==> src/sv/fip_divider.sv <==
// Pipelined restoring divider: one quotient bit per stage, fraction quotient only.
`default_nettype none

module fip_divider #(
    parameter int ITER_BITS = 16,
    parameter int FRAC_BITS = 16
) (
    input  wire logic                 clk,
    input  wire logic [FRAC_BITS-1:0] en,
    input  wire logic [ITER_BITS:0]   dividend,
    input  wire logic [ITER_BITS:0]   divisor,
    output logic      [FRAC_BITS-1:0] quotient
);

    localparam int RW = ITER_BITS + 1;

    logic [RW-1:0]        rem_reg  [FRAC_BITS-1];
    logic [RW-1:0]        rem_next [FRAC_BITS-1];
    logic [FRAC_BITS-1:0] quo_reg  [FRAC_BITS];
    logic [FRAC_BITS-1:0] quo_next [FRAC_BITS];

    for (genvar k = 0; k < FRAC_BITS; k++) begin : g_step
        logic [RW-1:0]        rem_in;
        logic [FRAC_BITS-1:0] quo_in;
        logic [RW:0]          dbl;
        logic [RW:0]          diff;
        logic                 take;

        if (k == 0) begin : g_first
            assign rem_in = dividend;
            assign quo_in = '0;
        end
        else begin : g_rest
            assign rem_in = rem_reg[k-1];
            assign quo_in = quo_reg[k-1];
        end

        // remainder stays below the divisor, so the doubled value fits RW+1 bits
        assign dbl  = {rem_in, 1'b0};
        assign take = (dbl >= {1'b0, divisor});
        assign diff = dbl - {1'b0, divisor};
        assign quo_next[k] = {quo_in[FRAC_BITS-2:0], take};

        always_ff @(posedge clk)
        begin
            if (en[k])
            begin
                quo_reg[k] <= quo_next[k];
            end
        end

        if (k < FRAC_BITS - 1) begin : g_keep
            assign rem_next[k] = take ? diff[RW-1:0] : dbl[RW-1:0];

            always_ff @(posedge clk)
            begin
                if (en[k])
                begin
                    rem_reg[k] <= rem_next[k];
                end
            end
        end
    end

    assign quotient = quo_reg[FRAC_BITS-1];

endmodule

`default_nettype wire

==> config.mk <==
export PLATFORM = sky130hd
export DESIGN_NAME = fip_divider
export DESIGN_NICKNAME = d
export VERILOG_FILES = /design/src/sv/fip_divider.sv
export SDC_FILE = /design/constraint.sdc
export NUM_CORES = 1
export LEC_CHECK = 0
export ABC_AREA = 1
export BUFFER_PORTS_ARGS = -buffer_cell sky130_fd_sc_hd__buf_2
export CAP_MARGIN = 20
export CORE_ASPECT_RATIO = 0.8
export CORE_UTILIZATION = 30
export CTS_CLUSTER_SIZE = 28
export DETAILED_ROUTE_END_ITERATION = 10
export SETUP_SLACK_MARGIN = 0.4
export SLEW_MARGIN = 20
export SYNTH_ARGS = -nofsm -noshare
export SYNTH_HDL_FRONTEND = slang
export SYNTH_SLANG_ARGS = --single-unit
==> constraint.sdc <==
create_clock -name clk -period 9.05 [get_ports clk]
set_clock_uncertainty 0.15 [all_clocks]
set_input_delay 1.81 -clock clk [delete_from_list [all_inputs] [get_ports clk]]
set_output_delay 1.81 -clock clk [all_outputs]
set_load 0.02 [all_outputs]
* Word level (Yosys, flattened, before mapping)
Memories as Yosys holds them, arrays and structs flattened.
Index checks and enable logic that the tools add are counted.
W data, S select, Z words.
** Storage, ports and cells
- Input bits :: 51
- Memories :: 2
- Word-level logic and storage cells :: 80
- Output and inout bits :: 16
- Memory bits (writable) :: 511
- Register bits :: 0
** Memory list
- quo_reg :: depth 16, width 16, read ports 16, clocked after Yosys merged registers in 0, wr ports 16, RTL line 19 : logic [FRAC_BITS-1:0] quo_reg [FRAC_BITS];
- rem_reg :: depth 15, width 17, read ports 15, clocked after Yosys merged registers in 0, wr ports 15, RTL line 17 : logic [RW-1:0] rem_reg [FRAC_BITS-1];
** Cells by class
- Muxes and demuxes :: 47
- Add/subtract/negate cells :: 15
- $lt $le $gt $ge :: 16
** Operator list (number)
- $ge A18 B17 Y1 :: 16
- $mux W17 :: 15
- $sub A17 B17 Y17 :: 15
- $mux W1 :: 32

* Depth between registers and ports, before layout
An unclocked memory read counts as a cell.
- Depth after elaboration :: 3
- Gate-level depth with buffers :: 14
- Gate-level depth less buffers :: 13

* Least setup slack after synthesis
OpenSTA, ideal clock, no wires.
- Kind :: input-to-reg
- Start :: input divisor[0]
- End :: memory rem_reg[0][30] in the netlist's numbering, data pin
- Data arrival time :: 3872 ps
- Setup slack :: 4775 ps
- Stages :: 14
- Buffers on the path :: 3
- Required time :: 8647 ps
- Library setup time :: 253 ps
- Path through :: inv_1 buf_2 buf_1 ha_1 inv_1 nor2_1 nand2_1 nor3_1 nor2_1 nand2_4 inv_4 buf_6 nand2_1 nand2_1
** RTL lines
- start, declared :: RTL line 11 : input wire logic [ITER_BITS:0] divisor,
- end, declared :: RTL line 17

==> impl_results.html <==
<table>
<tr><th>Metric</th><th>Value</th></tr>
<tr><th colspan="2">Logic synthesis</th></tr>
<tr><td>Gate count after technology mapping</td><td>4,429</td></tr>
<tr><td>Number of distinct library cell variants in the gate-level netlist after synthesis</td><td>33</td></tr>
<tr><td>Synth warnings</td><td>0</td></tr>
<tr><td>Cell taking the most area after synthesis</td><td>sky130_fd_sc_hd__edfxtp_1</td></tr>
<tr><td>Share of the synthesized area in the top cell type</td><td>0.3714</td></tr>
<tr><td>Sequential area share after synthesis</td><td>0.3714</td></tr>
<tr><td>Post-Synthesis Mean Instance Area</td><td>7.138 sq um</td></tr>
<tr><td>Largest cells by area after synthesis</td><td>sky130_fd_sc_hd__edfxtp_1 (37%), sky130_fd_sc_hd__nand2_1 (23%), sky130_fd_sc_hd__ha_1 (11%), sky130_fd_sc_hd__inv_1 (8.5%), sky130_fd_sc_hd__nand3_1 (4.2%)</td></tr>
<tr><td>Total of flip-flops plus latches after synthesis</td><td>391</td></tr>
<tr><td>Mapped Nets</td><td>4,766</td></tr>
<tr><td>Post-synthesis instance area</td><td>31,610 sq um</td></tr>
<tr><th colspan="2">Power</th></tr>
<tr><td>Power density of the placed cells</td><td>320.8 nW/um^2</td></tr>
<tr><td>Worst vdd rail ir drop</td><td>0.1229 mV</td></tr>
<tr><td>Leakage power</td><td>0.01825 uW</td></tr>
<tr><td>Final total power</td><td>11,180 uW</td></tr>
<tr><th colspan="2">Critical path</th></tr>
<tr><td>FF-to-FF setup slack</td><td>6.55 ns</td></tr>
<tr><td>Most frequent cell on the critical path</td><td>sky130_fd_sc_hd__nand2_1</td></tr>
<tr><td>Timing startpoint of the critical path</td><td>divisor[1]</td></tr>
<tr><td>R2R Path Start</td><td>rem_reg[1][7]</td></tr>
<tr><td>Endpoint type of the worst setup path</td><td>flop</td></tr>
<tr><td>Cells on worst reg2reg path</td><td>10</td></tr>
<tr><td>Reg2reg end</td><td>rem_reg[1][32]</td></tr>
<tr><td>CP max stage cell</td><td>sky130_fd_sc_hd__inv_1</td></tr>
<tr><td>Worst-path maximum fanout</td><td>18</td></tr>
<tr><td>Startpoint type of the worst setup path</td><td>input port</td></tr>
<tr><td>Critical Setup Path Class</td><td>in2reg</td></tr>
<tr><td>Critical Path, Cell by Cell</td><td>buf_2 &gt; inv_1 &gt; ha_1 &gt; ha_1 &gt; nand3_1 &gt; nor2_1 &gt; nand4_1 &gt; nand2_1 &gt; nor2_4 &gt; nand2_4 &gt; nand2_1 &gt; nand2_1</td></tr>
<tr><td>Required time of the critical path</td><td>9.24 ns</td></tr>
<tr><td>Delay contributed by the slowest stage of the critical path</td><td>0.78 ns</td></tr>
<tr><td>Top cell family by delay on the critical path</td><td>buffers and inverters</td></tr>
<tr><td>Endpoint of the worst setup timing path</td><td>rem_reg[0][15]</td></tr>
<tr><td>Number of buffer and inverter instances along the worst setup path</td><td>2</td></tr>
<tr><td>Levels on crit path</td><td>12</td></tr>
<tr><td>Worst endpoint data arrival time</td><td>4.99 ns</td></tr>
<tr><th colspan="2">Final layout</th></tr>
<tr><td>Post-route design area</td><td>34,850 sq um</td></tr>
<tr><td>Number of flip-flops under the largest register name</td><td>255</td></tr>
<tr><td>Final core occ</td><td>0.3334</td></tr>
<tr><td>Fraction of layout cells with a size suffix above 1</td><td>0.05952</td></tr>
<tr><td>Leading cell type in the layout, fill and taps excluded</td><td>sky130_fd_sc_hd__nand2_1</td></tr>
<tr><td>Most frequent cells in the layout</td><td>sky130_fd_sc_hd__nand2_1 (1,959), sky130_fd_sc_hd__inv_1 (709), sky130_fd_sc_hd__edfxtp_1 (391), sky130_fd_sc_hd__ha_1 (271), sky130_fd_sc_hd__nand3_1 (264)</td></tr>
<tr><td>Relative area change from synthesis to final layout</td><td>10.23%</td></tr>
<tr><td>Final Net Count</td><td>4,858</td></tr>
<tr><td>Count of inserted antenna diode cells</td><td>0</td></tr>
<tr><th colspan="2">Route</th></tr>
<tr><td>First drt pass iteration count</td><td>5</td></tr>
<tr><td>First-iteration detailed-routing DRC count</td><td>2,220</td></tr>
<tr><td>Total wire length</td><td>87,930 um</td></tr>
<tr><td>Via Count</td><td>27,320</td></tr>
<tr><td>Detail-routed net length per standard cell</td><td>14.76 um</td></tr>
<tr><td>Remaining number of nets flagged by the antenna check after routing</td><td>0</td></tr>
<tr><td>Via density per instance</td><td>4.587</td></tr>
<tr><td>Number of DRC violations after detailed routing</td><td>0</td></tr>
<tr><th colspan="2">Floorplanning</th></tr>
<tr><td>Core area</td><td>104,500 sq um</td></tr>
<tr><td>Horizontal die dimension</td><td>364.9 um</td></tr>
<tr><td>Top Ports</td><td>67</td></tr>
<tr><td>Cell Rows</td><td>106</td></tr>
<tr><td>Starting Density</td><td>0.3025</td></tr>
<tr><td>Height of the die</td><td>292.4 um</td></tr>
<tr><td>Overall die area</td><td>106,700 sq um</td></tr>
<tr><th colspan="2">CTS</th></tr>
<tr><td>Number of gates resized after cts</td><td>0</td></tr>
<tr><td>Clock transition time at the flip-flop clock pins of the worst setup and hold paths</td><td>0.06 ns</td></tr>
<tr><td>Number of H-tree levels</td><td>2</td></tr>
<tr><td># hold bufs at CTS</td><td>0</td></tr>
<tr><td>Clock tree buffer depth</td><td>3</td></tr>
<tr><td>Clock latency on the worst-skew pair</td><td>0.60 ns</td></tr>
<tr><td>Clk sink count</td><td>391</td></tr>
<tr><td>Post-CTS repair timing setup buffer count</td><td>0</td></tr>
<tr><td>Total clock buffers created by CTS</td><td>44</td></tr>
<tr><td>TritonCTS clock tree</td><td>done</td></tr>
<tr><td>Buffer type at the clock tree root</td><td>sky130_fd_sc_hd__clkbuf_16</td></tr>
<tr><th colspan="2">STA</th></tr>
<tr><td>Final Hold Violating Endpoints</td><td>0</td></tr>
<tr><td>Part of the cycle the worst path needs</td><td>0.5310</td></tr>
<tr><td>Sum of negative setup slack</td><td>0 ns</td></tr>
<tr><td># setup viols final</td><td>0</td></tr>
<tr><td>Maximum clock frequency</td><td>208.1 MHz</td></tr>
<tr><td>Setup repair after global routing missed its margin</td><td>false</td></tr>
<tr><td>Post-route worst hold slack</td><td>0.2660 ns</td></tr>
<tr><td>Worst max-slew margin expressed relative to the limit</td><td>0.2257</td></tr>
<tr><td>Actual transition at the worst max-transition pin</td><td>1.160 ns</td></tr>
<tr><td>Pins Over Slew Limit</td><td>0</td></tr>
<tr><td>Time the final worst path needs with I/O delays and setup</td><td>4.805 ns</td></tr>
<tr><th colspan="2">Flow run</th></tr>
<tr><td>MaxCap Viol Count</td><td>0</td></tr>
<tr><th colspan="2">GRT</th></tr>
<tr><td>Initial antenna violation count</td><td>4</td></tr>
<tr><td>Maximum number of pins on one net before global-route repair</td><td>48</td></tr>
<tr><td>Via count of the first global-routing pass</td><td>25,230</td></tr>
<tr><td>GRT Util Overall</td><td>0.1644</td></tr>
<tr><td>Wire length of the first global-routing pass</td><td>138,800 um</td></tr>
<tr><td>Total congestion overflow</td><td>0</td></tr>
<tr><th colspan="2">Place</th></tr>
<tr><td>Final weighted congestion in routability-driven placement</td><td>0.8949</td></tr>
<tr><td>Detail Placement HPWL</td><td>64,780 um</td></tr>
<tr><td>Area of placed instances</td><td>33,480 sq um</td></tr>
<tr><td>Number of I/O port buffers</td><td>66</td></tr>
<tr><th colspan="2">Status</th></tr>
<tr><td>Run status</td><td>complete, no violations</td></tr>
<tr><th colspan="2">Hold path</th></tr>
<tr><td>Hold_sp</td><td>quo_reg[1][87]</td></tr>
<tr><td>Cells on Worst Hold Path</td><td>0</td></tr>
<tr><td>Class of the most critical hold timing path</td><td>reg2reg</td></tr>
</table>
## synth_stat cells (all sizes together)
master and count:
nor2 239, and2 10, clkinv 1, edfxtp 391
xnor2 29, o21ai 16, or2 54, buf 34
nand3 269, nand3b 82, nand2 2007, fa 15
a21oi 141, nand4 29, o21a 1, nor3b 1
xor2 63, inv 727, nor3 49, ha 271
## how the worst min path moves through the flow
stage / endpoint / slack (ns)
2_1_floorplan: quo_reg[0][100] / 0.25
3_3_place_gp: quo_reg[1][86] / 0.25
3_5_place_dp: quo_reg[0][102] / 0.25
4_1_cts: quo_reg[0][83] / 0.27
5_1_grt: quo_reg[0][83] / 0.27
6_report: quo_reg[1][104] / 0.27
## layout make-up
type	count	area (sq um)
Sequential cell	391	11740
Clock inverter	29	231.5
Clock buffer	49	1141
Fill cell	11290	69660
Multi-Input combinational cell	3276	16790
Tap cell	1404	1757
Inverter	728	2753
Timing Repair Buffer	80	435.4
## metrics by stage
stage          cells  worst slack (ns)
2_1_floorplan   4429             4.775
3_3_place_gp    5879             3.627
3_5_place_dp    5879             3.595
4_1_cts         5957             4.245
5_1_grt         5957             4.022
6_report        5957             4.245
## logic make-up (layout without fill, tap and decap cells)
logic type                 Yosys count  after routing  synth area share
buffers and inverters              762            886           0.09752
and+or+nand+nor                   2740           2740            0.3638
adders and majority gates          286            286            0.1168
DFF                                391            391            0.3714
AOI/OAI and AO/OA                  158            158           0.02509
xor gates and xnor gates            92             92           0.02549
## power breakdown
group          switching, uW  internal [uW]  total, uW
Combinational           3920           2090       6000
Sequential               487           2940       3420
Clock                    781            970       1750
## worst register-to-register path, stage by stage (launching register included)
cell	delay (ns)
sky130_fd_sc_hd__edfxtp_1	0.44
sky130_fd_sc_hd__ha_1	0.38
sky130_fd_sc_hd__nand2_1	0.13
sky130_fd_sc_hd__nor2_1	0.23
sky130_fd_sc_hd__nand3_1	0.11
sky130_fd_sc_hd__nor2_1	0.10
sky130_fd_sc_hd__nor2_1	0.08
sky130_fd_sc_hd__nand2_4	0.22
sky130_fd_sc_hd__inv_2	0.21
sky130_fd_sc_hd__nand2_1	0.12
sky130_fd_sc_hd__nand2_1	0.08
## per-layer routing
metal / global-route usage / vias up / share of wire
li1: - / 14160 / -
met3: 0.02221 / 87 / 0.066
met1: 0.2497 / 12350 / 0.51
met5: 0 / - / 0
met4: 0.02959 / 0 / 0.015
met2: 0.2472 / 727 / 0.41
Note: power is estimated with default switching activity, not from simulation.
